`config.mk`:
```
export PLATFORM = sky130hd
export DESIGN_NAME = char_lcd_decimal_number_writer
export DESIGN_NICKNAME = d
export VERILOG_FILES = /design/src/hw/rtl/cldn_pkg.sv /design/src/hw/rtl/char_lcd_decimal_number_writer.sv /design/src/hw/rtl/cldn_datapath.sv /design/src/hw/rtl/cldn_ctrl.sv
export SDC_FILE = /design/constraint.sdc
export NUM_CORES = 1
export LEC_CHECK = 0
export BUFFER_PORTS_ARGS = -buffer_cell sky130_fd_sc_hd__buf_2
export CAP_MARGIN = 20
export CORE_MARGIN = 5
export CORE_UTILIZATION = 61
export DETAILED_ROUTE_END_ITERATION = 12
export HOLD_SLACK_MARGIN = 0.02
export MAX_ROUTING_LAYER = met4
export PLACE_DENSITY_LB_ADDON = 0.12
export SLEW_MARGIN = 10
export SYNTH_ARGS = -nofsm -noshare
export SYNTH_HDL_FRONTEND = slang
export SYNTH_HIERARCHICAL = 1
export SYNTH_SLANG_ARGS = --single-unit
```
`constraint.sdc`:
```
create_clock -name aclk -period 7.1 [get_ports aclk]
set_input_delay 0.71 -clock aclk [delete_from_list [all_inputs] [get_ports aclk]]
set_output_delay 0.71 -clock aclk [all_outputs]
set_load 0.03 [all_outputs]
```
`src/hw/rtl/cldn_pkg.sv`:
```
package cldn_pkg;

    // number of decimal digits shown and the binary width that covers them
    localparam int DIGITS   = 5;
    localparam int BIN_W    = 17;
    localparam int BCD_W    = 4 * DIGITS;
    localparam int SHIFTS   = BIN_W;
    localparam int IDX_W    = 4;
    localparam int NDIG_W   = 3;

    // values 0 up to DIGIT_LIMIT - 1 produce digits
    localparam logic [31:0] DIGIT_LIMIT = 32'd100000;

    // upper nibble of an ascii digit (0x30 + digit)
    localparam logic [3:0] ASCII_ZERO_HI = 4'h3;

    // commands from the controller to the datapath
    typedef struct packed {
        logic             load;
        logic             shift;
        logic [IDX_W-1:0] idx;
    } cmd_t;

    // status from the datapath to the controller
    typedef struct packed {
        logic last;
    } sts_t;

endpackage

```
`src/hw/rtl/char_lcd_decimal_number_writer.sv`:
```
// Character LCD decimal number writer, 4-bit bus.
// Input channel (s_valid/s_ready): one request holds a cursor position byte
// and a signed 32-bit number. Output channel (m_valid/m_ready): one nibble
// transfer per handshake with register select, upper-half flag and a last
// flag on the final nibble of the request.
// The position goes out first as a command byte (reg select 0), then the
// decimal digits of 0..99999 as ascii bytes (reg select 1), no leading
// zeros, upper nibble before lower. Other values give the command only.
// The request is taken while idle; a binary-to-bcd shift loop runs, then the
// first nibble is shown. A request yields 2 to 12 nibbles, one per cycle
// while m_ready is high.
// s_ready is high only while idle; the next request is taken in the cycle
// after the last nibble is accepted.
// Reset (aresetn low, synchronous) returns to idle and drops m_valid.
// A receiver stall holds the current nibble and its flags steady.
module char_lcd_decimal_number_writer (
    input  logic               aclk,
    input  logic               aresetn,
    input  logic               s_valid,
    output logic               s_ready,
    input  logic [7:0]         s_position,
    input  logic signed [31:0] s_number,
    output logic               m_valid,
    input  logic               m_ready,
    output logic [3:0]         m_nibble,
    output logic               m_reg_select,
    output logic               m_high_half,
    output logic               m_last
);

    cldn_pkg::cmd_t cmd;
    cldn_pkg::sts_t sts;

    cldn_ctrl u_ctrl (
        .aclk    (aclk),
        .aresetn (aresetn),
        .s_valid (s_valid),
        .s_ready (s_ready),
        .m_valid (m_valid),
        .m_ready (m_ready),
        .cmd     (cmd),
        .sts     (sts)
    );

    cldn_datapath u_datapath (
        .aclk         (aclk),
        .s_position   (s_position),
        .s_number     (s_number),
        .cmd          (cmd),
        .sts          (sts),
        .m_nibble     (m_nibble),
        .m_reg_select (m_reg_select),
        .m_high_half  (m_high_half),
        .m_last       (m_last)
    );

endmodule

```
`src/hw/rtl/cldn_datapath.sv`:
```
module cldn_datapath (
    input  logic                aclk,
    input  logic [7:0]          s_position,
    input  logic signed [31:0]  s_number,
    input  cldn_pkg::cmd_t      cmd,
    output cldn_pkg::sts_t      sts,
    output logic [3:0]          m_nibble,
    output logic                m_reg_select,
    output logic                m_high_half,
    output logic                m_last
);

    logic [7:0]                    pos_reg;
    logic [cldn_pkg::BIN_W-1:0]    bin_reg;
    logic [cldn_pkg::BCD_W-1:0]    bcd_reg;
    logic                          in_range_reg;

    logic [cldn_pkg::BCD_W-1:0]    bcd_adj;
    logic                          in_range;
    logic [cldn_pkg::NDIG_W-1:0]   ndig;
    logic [cldn_pkg::NDIG_W-1:0]   sel;
    logic [3:0]                    digit;
    logic [cldn_pkg::IDX_W-1:0]    last_idx;

    // range check of the incoming value
    assign in_range = !s_number[31] && ($unsigned(s_number) < cldn_pkg::DIGIT_LIMIT);

    // add-3 correction on every bcd digit of 5 or more before the shift
    always_comb begin
        bcd_adj = bcd_reg;
        for (int i = 0; i < cldn_pkg::DIGITS; i++) begin
            if (bcd_reg[4*i +: 4] >= 4'd5) begin
                bcd_adj[4*i +: 4] = bcd_reg[4*i +: 4] + 4'd3;
            end
        end
    end

    // capture request, then shift binary into bcd one bit a cycle
    always_ff @(posedge aclk) begin
        if (cmd.load) begin
            pos_reg      <= s_position;
            bin_reg      <= s_number[cldn_pkg::BIN_W-1:0];
            bcd_reg      <= '0;
            in_range_reg <= in_range;
        end else if (cmd.shift) begin
            bcd_reg <= {bcd_adj[cldn_pkg::BCD_W-2:0], bin_reg[cldn_pkg::BIN_W-1]};
            bin_reg <= {bin_reg[cldn_pkg::BIN_W-2:0], 1'b0};
        end
    end

    // digit count with leading zeros suppressed, at least one
    always_comb begin
        if (bcd_reg[19:16] != 4'd0) begin
            ndig = 3'd5;
        end else if (bcd_reg[15:12] != 4'd0) begin
            ndig = 3'd4;
        end else if (bcd_reg[11:8] != 4'd0) begin
            ndig = 3'd3;
        end else if (bcd_reg[7:4] != 4'd0) begin
            ndig = 3'd2;
        end else begin
            ndig = 3'd1;
        end
    end

    // digit for the current byte, most significant first
    assign sel = ndig - cmd.idx[cldn_pkg::IDX_W-1:1];

    always_comb begin
        unique case (sel)
            3'd0:    digit = bcd_reg[3:0];
            3'd1:    digit = bcd_reg[7:4];
            3'd2:    digit = bcd_reg[11:8];
            3'd3:    digit = bcd_reg[15:12];
            3'd4:    digit = bcd_reg[19:16];
            default: digit = 4'd0;
        endcase
    end

    // index of the final nibble of this request
    assign last_idx = in_range_reg ? {ndig, 1'b1} : 4'd1;
    assign sts.last = (cmd.idx == last_idx);

    // nibble selection from the transfer index
    always_comb begin
        if (cmd.idx[cldn_pkg::IDX_W-1:1] == 3'd0) begin
            m_nibble = cmd.idx[0] ? pos_reg[3:0] : pos_reg[7:4];
        end else begin
            m_nibble = cmd.idx[0] ? digit : cldn_pkg::ASCII_ZERO_HI;
        end
    end

    assign m_reg_select = (cmd.idx[cldn_pkg::IDX_W-1:1] != 3'd0);
    assign m_high_half  = !cmd.idx[0];
    assign m_last       = sts.last;

endmodule

```
`src/hw/rtl/cldn_ctrl.sv`:
```
module cldn_ctrl (
    input  logic           aclk,
    input  logic           aresetn,
    input  logic           s_valid,
    output logic           s_ready,
    output logic           m_valid,
    input  logic           m_ready,
    output cldn_pkg::cmd_t cmd,
    input  cldn_pkg::sts_t sts
);

    localparam int CNT_W = $clog2(cldn_pkg::SHIFTS);

    typedef enum logic [1:0] {
        ST_IDLE,
        ST_CONVERT,
        ST_SEND
    } state_t;

    state_t                     state_reg;
    logic [CNT_W-1:0]           cnt_reg;
    logic [cldn_pkg::IDX_W-1:0] idx_reg;
    logic                       m_valid_reg;

    // state, shift counter, transfer index and output valid
    always_ff @(posedge aclk) begin
        if (!aresetn) begin
            state_reg   <= ST_IDLE;
            cnt_reg     <= '0;
            idx_reg     <= '0;
            m_valid_reg <= 1'b0;
        end else begin
            unique case (state_reg)
                ST_IDLE: begin
                    if (s_valid) begin
                        state_reg <= ST_CONVERT;
                        cnt_reg   <= '0;
                        idx_reg   <= '0;
                    end
                end
                ST_CONVERT: begin
                    if (cnt_reg == CNT_W'(cldn_pkg::SHIFTS - 1)) begin
                        state_reg   <= ST_SEND;
                        m_valid_reg <= 1'b1;
                    end else begin
                        cnt_reg <= cnt_reg + 1'b1;
                    end
                end
                ST_SEND: begin
                    if (m_ready) begin
                        if (sts.last) begin
                            state_reg   <= ST_IDLE;
                            m_valid_reg <= 1'b0;
                        end else begin
                            idx_reg <= idx_reg + 1'b1;
                        end
                    end
                end
                default: begin
                    state_reg   <= ST_IDLE;
                    m_valid_reg <= 1'b0;
                end
            endcase
        end
    end

    // handshake and datapath commands
    assign s_ready   = (state_reg == ST_IDLE);
    assign m_valid   = m_valid_reg;
    assign cmd.load  = (state_reg == ST_IDLE) && s_valid;
    assign cmd.shift = (state_reg == ST_CONVERT);
    assign cmd.idx   = idx_reg;

    // checks
    a_idx_bound: assert property (@(posedge aclk) disable iff (!aresetn)
        idx_reg <= 4'd11)
        else $error("transfer index beyond twelve nibbles");

    a_cnt_bound: assert property (@(posedge aclk) disable iff (!aresetn)
        (state_reg == ST_CONVERT) |-> (cnt_reg <= CNT_W'(cldn_pkg::SHIFTS - 1)))
        else $error("shift counter overrun");

    a_last_done: assert property (@(posedge aclk) disable iff (!aresetn)
        (m_valid && m_ready && sts.last) |=> (s_ready && !m_valid))
        else $error("block not idle after final nibble");

    a_start: assert property (@(posedge aclk) disable iff (!aresetn)
        (s_valid && s_ready) |=> (state_reg == ST_CONVERT && cnt_reg == '0 && idx_reg == '0))
        else $error("conversion did not start after request");

endmodule

```
==> results of run 1 <==
[final cells by class]
class	count	area, um^2	area share [%]
clock buffer	10	128	3.44
timing repair buffer	54	275	7.41
tap	70	87.6	2.36
multi-input combinational	223	1710	45.9
inverter	17	63.8	1.72
clock inverter	6	33.8	0.909
sequential	58	1420	38.3
[layout by cell type (no fill, tap or decap), types with 2 or more instances in the layout]
| master | count |
|---|---|
| nor2_1 | 15 |
| o22ai_1 | 5 |
| nor3b_4 | 2 |
| and3_1 | 2 |
| a31oi_1 | 2 |
| nand4_1 | 6 |
| nand3_1 | 16 |
| o21ai_0 | 14 |
| mux4_2 | 3 |
| o211ai_1 | 7 |
| nor2b_1 | 3 |
| nor4_1 | 4 |
| nor3_1 | 4 |
| mux2_2 | 16 |
| nand2b_1 | 13 |
| a311oi_1 | 2 |
| dfxtp_1 | 32 |
| and2_1 | 2 |
| xnor2_1 | 10 |
| or3b_1 | 3 |
| mux2i_1 | 14 |
| clkinv_2 | 3 |
| ha_1 | 15 |
| a21oi_1 | 18 |
| buf_2 | 52 |
| clkinvlp_4 | 2 |
| o31ai_1 | 2 |
| inv_1 | 17 |
| nand2_1 | 18 |
| or3_1 | 2 |
| a21o_1 | 3 |
| clkbuf_8 | 9 |
| edfxtp_1 | 26 |
| nand4bb_1 | 2 |
| or2b_1 | 2 |
| buf_4 | 2 |
| a211oi_1 | 3 |
[power breakdown]
part | switching (uW) | internal, uW | total, uW
Sequential | 9.06 | 372 | 381
Combinational | 38.0 | 33.7 | 71.7
Clock | 127 | 123 | 250
[critical path: stages, from the launching register on]
cell and delay (ps):
dfxtp_1 340, inv_1 100, ha_1 200, or3b_1 410, a21boi_2 180, nor2_1 60, ha_1 190, fa_1 370
xnor2_1 370, xnor2_4 200, nor3_1 100, a311oi_1 280, buf_2 250
[routing by layer]
metal / up-vias / track usage [%]
met1: 1151 / 23.9
met3: 15 / 5.45
met4: 0 / 10.4
li1: 1240 / -
met5: - / -
met2: 75 / 32.2
[stage by stage]
stage,total power (uW),cell area [um^2],instances
finish,703,3710,438
global route,737,3710,438
CTS,714,3710,438
detailed placement,461,3550,422
global placement,458,3550,422
floorplan,434,3260,314
[worst min path at each step]
stage / startpoint / endpoint / slack (ps) / cells after the start
2_1_floorplan: u_ctrl/cnt_reg[0] / u_ctrl/cnt_reg[0] / 450 / 1
3_3_place_gp: u_datapath/bin_reg[16] / u_datapath/bcd_reg[0] / 460 / 2
3_5_place_dp: u_ctrl/m_valid / u_ctrl/m_valid / 480 / 2
4_1_cts: u_ctrl/m_valid / u_ctrl/m_valid / 490 / 2
5_1_grt: u_ctrl/cnt_reg[0] / u_ctrl/cnt_reg[0] / 510 / 1
6_report: u_ctrl/m_valid / u_ctrl/m_valid / 480 / 2
[cell families (layout without fill, tap and decap cells)]
| group | after synthesis | after routing | synth area share (%) |
|---|---|---|---|
| xor gates and xnor gates | 11 | 11 | 3.53 |
| adders and majority gates | 16 | 16 | 6.37 |
| buffers and inverters | 33 | 87 | 4.11 |
| muxes | 34 | 34 | 12.7 |
| DFF | 58 | 58 | 43.6 |
| and+or+nand+nor | 99 | 99 | 17.5 |
| AOI/OAI and AO/OA | 63 | 63 | 12.2 |
==> impl_metrics.py, run 1 <==
metrics = {
    "clocking": {
        "cts_sinks": 58,
        "clkLatencyLatePin_ps": 340,
        "cts_setup_buffers": 0,
        "clk_pin_slew_ps": 60,
        "numCtsBuffers": 9,
        "ctsHoldBuffers": 0,
        "cts.repair.resized": 0,
        "clockBufferDepth": 2,
        "cts_root_buf": "clkbuf_8",
        "htreeDepth": 3,
        "cts_tree": "yes",
    },
    "logic_synthesis": {
        "synth_cell_type_count": 51,
        "synth_area_leader_cell": "edfxtp_1",
        "synth_top_area_share_pct": 24.0,
        "async_flop_share_pct": 0,
        "ys_seq_elements": 58,
        "synth.most_common_cell": "dfxtp_1",
        "syn-instance-count": 314,
        "synth_area_leaders": "edfxtp_1 (24%), dfxtp_1 (20%), ha_1 (5.8%), mux2_2 (5.5%), mux2i_1 (4.3%)",
        "synth_seq_area_share_pct": 43.6,
        "avgSynthCellArea_um2": 10.4,
        "synth_enable_flop_cells": 26,
        "syn-num-nets": 374,
        "syn_area_um2": 3260,
        "ys.warnings.count": 6,
        "ys.flop_type": "dfxtp_1",
        "synthTopCellsByCount": "dfxtp_1 (32), edfxtp_1 (26), a21oi_1 (18), nand2_1 (18), inv_1 (17)",
    },
    "min_path": {
        "hp-class": "reg -> reg",
    },
    "timing": {
        "finalHoldViolations": 0,
        "post-route-period-util_pct": 57.7,
        "rsz0062_at_grt": "false",
        "setup_violations": 0,
        "whs_ps": 480,
        "slew_headroom_pct": 64.3,
        "tightest_slew_ps": 536,
        "finalWorstSetupSlack_ps": 3000,
        "fmax_ghz": 0.244,
        "finalSetupTns_ps": 0,
        "clock_skew_ps": 6.81,
        "min_period_ps": 4100,
        "drv_slew": 0,
    },
    "die": {
        "ios": 53,
        "fp.dieArea_um2": 6900,
        "core_area_um2": 5140,
        "fp.dieW_um": 83.1,
        "start_util_pct": 63.4,
        "row_count": 26,
        "die_h_um": 83.1,
    },
    "layout": {
        "final_core_util_pct": 72.3,
        "antenna_cells": 0,
        "layout-drive-gt1-share_pct": 26.6,
        "largest_register_ffs": 20,
        "syn_to_final_growth_pct": 14.0,
        "nFillCells": 396,
        "layout.nets": 423,
    },
    "detailed_routing": {
        "drt_iter0_drc": 75,
        "wirelength_met1_mm": 2.80,
        "vias_per_cell": 5.66,
        "vias": 2481,
        "wl_per_cell_um": 14.7,
        "drtPass1Iterations": 4,
        "dr_wl_met3_um": 371,
        "final_antenna_net_count": 0,
        "totalWireLength_mm": 6.44,
        "topRoutingLayerUsed": "met4",
        "dr_wl_met2_mm": 3.10,
        "drc": 0,
    },
    "worst_setup_path": {
        "cp-start-kind": "flip-flop",
        "reg2reg_slack_ps": 4400,
        "startpoint": "u_datapath/bcd_reg[4]",
        "rr_endpoint": "u_ctrl/idx_reg[3]",
        "reg2reg_depth": 10,
        "critPathKind": "reg -> out",
        "critPathCaptureType": "primary output",
        "crit_path_end": "m_nibble[0]",
        "crit_arrival_ps": 3390,
        "timing.rr.start": "u_datapath/bcd_reg[8]",
        "crit_fanout": 6,
        "worstPathRequired_ps": 6390,
    },
    "power": {
        "leakage_uw": 0.00147,
        "pwr_density_cell_nw_per_um2": 189,
        "vdd_drop_max_mv": 0.149,
    },
    "placed_design": {
        "hpwl_mm": 4.70,
        "dp_slack_ps": 3380,
        "port_buffers": 52,
        "gp_congestion": 0.862,
    },
    "global_routing": {
        "grt_max_degree": 48,
        "first_global_vias": 2482,
        "grt.overflow.total": 0,
        "gr-usage-all-layers_pct": 20.4,
        "antenna_found_initial": 0,
        "grt_pass1_wl_mm": 11.0,
    },
    "outcome": {
        "status": "finished, final reports clean",
    },
    "job": {
        "cap_violations": 0,
    },
}
Power figures use the tool's default switching activity.
==> run 2, diff against run 1 <==
--- a/config.mk
+++ b/config.mk
@@ -8,7 +8,7 @@
 export BUFFER_PORTS_ARGS = -buffer_cell sky130_fd_sc_hd__buf_2
 export CAP_MARGIN = 20
 export CORE_MARGIN = 5
-export CORE_UTILIZATION = 61
+export CORE_UTILIZATION = 57
 export DETAILED_ROUTE_END_ITERATION = 12
 export HOLD_SLACK_MARGIN = 0.02
 export MAX_ROUTING_LAYER = met4
==> constraint.sdc (replaced) <==
create_clock -name aclk -period 4 [get_ports aclk]
set_input_delay 0.4 -clock aclk [delete_from_list [all_inputs] [get_ports aclk]]
set_output_delay 0.4 -clock aclk [all_outputs]
set_load 0.03 [all_outputs]
==> run 2 against run 1 <==
Clock-buffer cell count is the same. Cell count grew 0.46%. Clock skew grew 0.54 ps. Register-to-register slack lost 3200 ps. Core utilization shrank 3.7 points. Critical path type unchanged. Largest power group unchanged. Highest routed layer unchanged.
==> impl_metrics.py, run 2 (same netlist as run 1, synthesis figures left out) <==
metrics = {
    "outcome": {
        "status": "finished, final reports clean",
    },
    "layout": {
        "largest_register_ffs": 20,
        "multi_input_area_um2": 1720,
        "nFillCells": 454,
        "final_cells": 440,
        "layout.nets": 423,
        "antenna_cells": 0,
        "layout_common_cells": "buf_2 (52), dfxtp_1 (32), edfxtp_1 (26), a21oi_1 (18), nand2_1 (18)",
        "regArea_um2": 1420,
        "syn_to_final_growth_pct": 16.6,
        "layout-drive-gt1-share_pct": 26.9,
        "final_common_cell": "buf_2",
    },
    "placed_design": {
        "hpwl_mm": 4.72,
        "gp_congestion": 0.757,
        "placed_cells": 424,
        "dp_slack_ps": 533,
        "port_buffers": 52,
    },
    "timing": {
        "whs_ps": 249,
        "fmax_ghz": 0.271,
        "tightest_slew_ps": 969,
        "slew_headroom_pct": 35.3,
        "finalHoldViolations": 0,
        "finalWorstSetupSlack_ps": 314,
        "rsz0062_at_grt": "false",
        "post-route-period-util_pct": 92.1,
        "clock_skew_ps": 7.35,
        "drv_slew": 0,
        "finalSetupTns_ps": 0,
        "setup_violations": 0,
        "min_period_ps": 3690,
    },
    "clocking": {
        "clockBufferDepth": 2,
        "clkLatencyLatePin_ps": 320,
        "numCtsBuffers": 9,
        "cts_root_buf": "clkbuf_8",
        "cts_setup_buffers": 0,
        "ctsHoldBuffers": 0,
        "clk_pin_slew_ps": 70,
        "cts_sinks": 58,
        "htreeDepth": 3,
        "cts_tree": "yes",
    },
    "die": {
        "row_count": 27,
        "fp.dieW_um": 85.6,
        "start_util_pct": 58.8,
        "ios": 53,
        "fp.dieArea_um2": 7330,
        "core_area_um2": 5540,
        "die_h_um": 85.6,
    },
    "worst_setup_path": {
        "cp_top_family": "adder cells",
        "startpoint": "u_datapath/bcd_reg[4]",
        "cp_num_cells": 11,
        "critPathSlowestCell": "fa_2",
        "path_buf_inv": 2,
        "path_common_cell": "ha_1",
        "cp-start-kind": "flip-flop",
        "cpPeakStageDelay_ps": 620,
        "critPathCaptureType": "primary output",
        "timing.rr.start": "u_datapath/bcd_reg[4]",
        "worstPathRequired_ps": 3600,
        "critPathKind": "reg -> out",
        "reg2reg_slack_ps": 1250,
        "crit_path_end": "m_nibble[0]",
        "crit_chain": "inv_1 > ha_1 > or3b_1 > a21boi_2 > nor2_1 > ha_1 > fa_2 > mux4_2 > nor3_1 > a311oi_1 > buf_2",
        "crit_fanout": 8,
        "crit_arrival_ps": 3290,
        "rr_endpoint": "u_ctrl/idx_reg[3]",
        "reg2reg_depth": 10,
    },
    "global_routing": {
        "grt_max_degree": 31,
        "antenna_found_initial": 0,
        "first_global_vias": 2488,
        "grt_pass1_wl_mm": 11.2,
        "gr-usage-all-layers_pct": 19.6,
        "grt.overflow.total": 0,
    },
    "job": {
        "cap_violations": 0,
    },
    "detailed_routing": {
        "drc": 0,
        "totalWireLength_mm": 6.44,
        "drt_iter0_drc": 168,
        "vias_per_cell": 5.61,
        "vias": 2468,
        "final_antenna_net_count": 0,
        "wl_per_cell_um": 14.6,
        "drtPass1Iterations": 4,
    },
    "power": {
        "leakage_uw": 0.00150,
        "pwr_density_cell_nw_per_um2": 378,
        "vdd_drop_max_mv": 0.267,
    },
    "min_path": {
        "hp-class": "in -> reg",
    },
}
[run 2: how the worst min path moves through the flow]
stage	slack (ps)	cells after the start	end	startpoint
after detailed placement	480	2	u_ctrl/m_valid	u_ctrl/m_valid
after floorplan	450	1	u_ctrl/cnt_reg[0]	u_ctrl/cnt_reg[0]
final	250	1	u_datapath/pos_reg[2]	s_position[2]
after global routing	210	1	u_datapath/pos_reg[2]	s_position[2]
after global placement	460	2	u_datapath/bcd_reg[0]	u_datapath/bin_reg[16]
after CTS	230	1	u_datapath/pos_reg[2]	s_position[2]
[run 2: timing repair]
action / CTS / global route
resized for setup: 0 / 2
hold endpoints to repair: 0 / 0
endpoints found under the setup margin: 0 / 2
[run 2: area by class of cell]
type	instances	area share, %
sequential	58	37.4
clock inverter	6	2.77
inverter	17	1.68
timing repair buffer	54	7.25
multi-input combinational	223	45.2
tap	72	2.37
clock buffer	10	3.36
[run 2: metal layers]
| metal | part of all wire [%] | up-vias | routed length (um) | track usage [%] |
|---|---|---|---|---|
| li1 | - | 1251 | - | - |
| met1 | 47 | 1158 | 3030 | 23.8 |
| met2 | 49 | 50 | 3130 | 31.7 |
| met3 | 3.2 | 9 | 205 | 4.13 |
| met4 | 1.2 | 0 | 80 | 8.20 |
| met5 | 0 | - | 0 | - |
[run 2: report_power, final]
part           internal, uW  total (uW)  switching (uW)
clock network           410         633             223
registers               660         677            16.5
logic                  59.9         128            67.7
[run 2: stage by stage]
step                total power [uW]  area (um^2)  utilization [%]
detailed placement               818         3560             64.2
finish                          1440         3800             68.6
floorplan                        771         3260                -
global route                    1500         3800             68.6
global placement                 814         3560             64.2
CTS                             1450         3790             68.4
==> run 3, diff against run 2 <==
--- a/config.mk
+++ b/config.mk
@@ -7,8 +7,10 @@
 export LEC_CHECK = 0
 export BUFFER_PORTS_ARGS = -buffer_cell sky130_fd_sc_hd__buf_2
 export CAP_MARGIN = 20
+export CELL_PAD_IN_SITES_DETAIL_PLACEMENT = 0
+export CELL_PAD_IN_SITES_GLOBAL_PLACEMENT = 1
 export CORE_MARGIN = 5
-export CORE_UTILIZATION = 57
+export CORE_UTILIZATION = 44
 export DETAILED_ROUTE_END_ITERATION = 12
 export HOLD_SLACK_MARGIN = 0.02
 export MAX_ROUTING_LAYER = met4
==> run 3 against run 2 <==
Combinational power barely moved. Die area increased by 26%. Power down 11%. Worst hold slack lost 21 ps. Clock-buffer cell count shrank 1. Register-to-register slack gained 50 ps. Maximum frequency shrank 3.5%. Core utilization fell by 16 points. Critical path type unchanged.
==> impl_metrics.py, run 3 (same netlist as run 1, synthesis figures left out) <==
metrics = {
    "timing": {
        "clock_skew_ps": 13.6,
        "fmax_ghz": 0.262,
        "post-route-period-util_pct": 95.5,
        "min_period_ps": 3820,
        "finalSetupTns_ps": 0,
        "slew_headroom_pct": 65.8,
        "whs_ps": 228,
        "drv_slew": 0,
        "finalHoldViolations": 0,
        "setup_violations": 0,
        "tightest_slew_ps": 513,
    },
    "layout": {
        "layout_common_cells": "buf_2 (52), dfxtp_1 (32), edfxtp_1 (26), a21oi_1 (18), nand2_1 (18)",
        "layout-drive-gt1-share_pct": 27.6,
        "syn_to_final_growth_pct": 16.1,
        "largest_register_ffs": 20,
        "antenna_cells": 0,
        "layout.nets": 424,
        "final_common_cell": "buf_2",
        "nFillCells": 681,
    },
    "global_routing": {
        "grt_use_met2_pct": 26.4,
        "top_usage_layer": "met2",
        "grt.met1_usage_pct": 20.7,
        "grt_pass1_wl_mm": 11.5,
        "use_met3_pct": 5.24,
        "grt.overflow.total": 0,
        "antenna_found_initial": 0,
        "first_global_vias": 2383,
        "gr-usage-all-layers_pct": 16.8,
        "grt_max_degree": 43,
    },
    "placed_design": {
        "hpwl_mm": 5.03,
        "port_buffers": 52,
        "gp_congestion": 0.824,
    },
    "die": {
        "start_util_pct": 45.2,
        "die_h_um": 96.1,
        "fp.dieW_um": 96.1,
        "row_count": 31,
        "ios": 53,
        "fp.dieArea_um2": 9230,
        "core_area_um2": 7210,
    },
    "detailed_routing": {
        "totalWireLength_mm": 6.80,
        "drt_iter0_drc": 71,
        "wl_per_cell_um": 14.5,
        "drtPass1Iterations": 5,
        "vias": 2492,
        "final_antenna_net_count": 0,
        "drc": 0,
        "vias_per_cell": 5.32,
    },
    "worst_setup_path": {
        "critPathKind": "reg -> out",
        "reg2reg_slack_ps": 1300,
        "critPathCaptureType": "primary output",
        "crit_fanout": 8,
        "critPathSlowestCell": "fa_2",
        "crit_arrival_ps": 3420,
        "cpPeakStageDelay_ps": 630,
        "path_common_cell": "ha_1",
        "worstPathRequired_ps": 3600,
        "crit_chain": "inv_1 > ha_1 > or3b_1 > a21boi_2 > nor2_1 > ha_1 > fa_2 > mux4_2 > nor3_1 > a311oi_1 > buf_2",
        "cp-start-kind": "flip-flop",
    },
    "power": {
        "vdd_drop_max_mv": 0.188,
        "leakage_uw": 0.00147,
        "pwr_density_cell_nw_per_um2": 340,
    },
    "clocking": {
        "cts.repair.resized": 0,
        "cts_root_buf": "clkbuf_8",
        "ctsHoldBuffers": 0,
        "clockBufferDepth": 2,
        "htreeDepth": 3,
        "cts_sinks": 58,
        "cts_tree": "yes",
        "clkLatencyLatePin_ps": 340,
        "numCtsBuffers": 9,
        "clk_pin_slew_ps": 80,
        "cts_setup_buffers": 0,
    },
    "job": {
        "cap_violations": 0,
    },
    "outcome": {
        "status": "finished, final reports clean",
    },
    "min_path": {
        "hp-class": "in -> reg",
    },
}
[run 3: cell types whose count changed in the layout (fill, tap and decap cells not counted), sizes merged]
cell and delta:
buf +1, bufinv -3, clkbuf -1, clkinvlp +2
inv +2
[run 3: worst paths after layout]
kind	start	end	cells after the start
worst max-delay path	u_datapath/bcd_reg[4]	m_nibble[1]	11
worst min-delay path	s_position[6]	u_datapath/pos_reg[6]	1
worst max register to register	u_datapath/bcd_reg[4]	u_ctrl/idx_reg[3]	10
worst min register to register	u_datapath/bin_reg[16]	u_datapath/bcd_reg[0]	2
[run 3: per-stage QoR]
stage | total power, uW | worst slack [ps] | cells | utilization, % | instance area (um^2)
2_1_floorplan | 771 | 426 | 314 | - | 3260
3_3_place_gp | 817 | 553 | 452 | 49.9 | 3600
3_5_place_dp | 820 | 449 | 452 | 49.9 | 3600
4_1_cts | 1300 | 51.5 | 468 | 52.3 | 3770
5_1_grt | 1350 | -8.02 | 468 | 52.4 | 3780
6_report | 1290 | 181 | 468 | 52.4 | 3780
[run 3: routing by layer]
metal  vias to the layer above  share of wire (%)
met5                         -                  0
met4                         0                1.1
met3                         6                4.3
met2                        53                 49
met1                      1186                 46
li1                       1247                  -
[run 3: layout make-up]
cell class,instances,area [um^2],area share (%)
inverters,17,63.8,1.69
multi-input cells,223,1720,45.3
flip-flops and latches,58,1420,37.6
well taps,99,124,3.27
clock buffers,9,124,3.27
clock inverters,7,52.6,1.39
repair buffers,55,283,7.47
[run 3: power breakdown]
group          total (uW)  switching [uW]  internal, uW
Combinational         129            68.8          60.5
Sequential            676            16.2           660
Clock                 481             254           227
[run 3: critical path: cells and delay by family (launching register included)]
| kind | cells | cell delay [ps] |
|---|---|---|
| AO/OA/AOI/OAI | 2 | 580 |
| AND/OR/NAND/NOR | 3 | 530 |
| multiplexers | 1 | 220 |
| buffers and inverters | 2 | 380 |
| flip-flops | 1 | 350 |
| adder cells (fa/ha/maj) | 3 | 1020 |
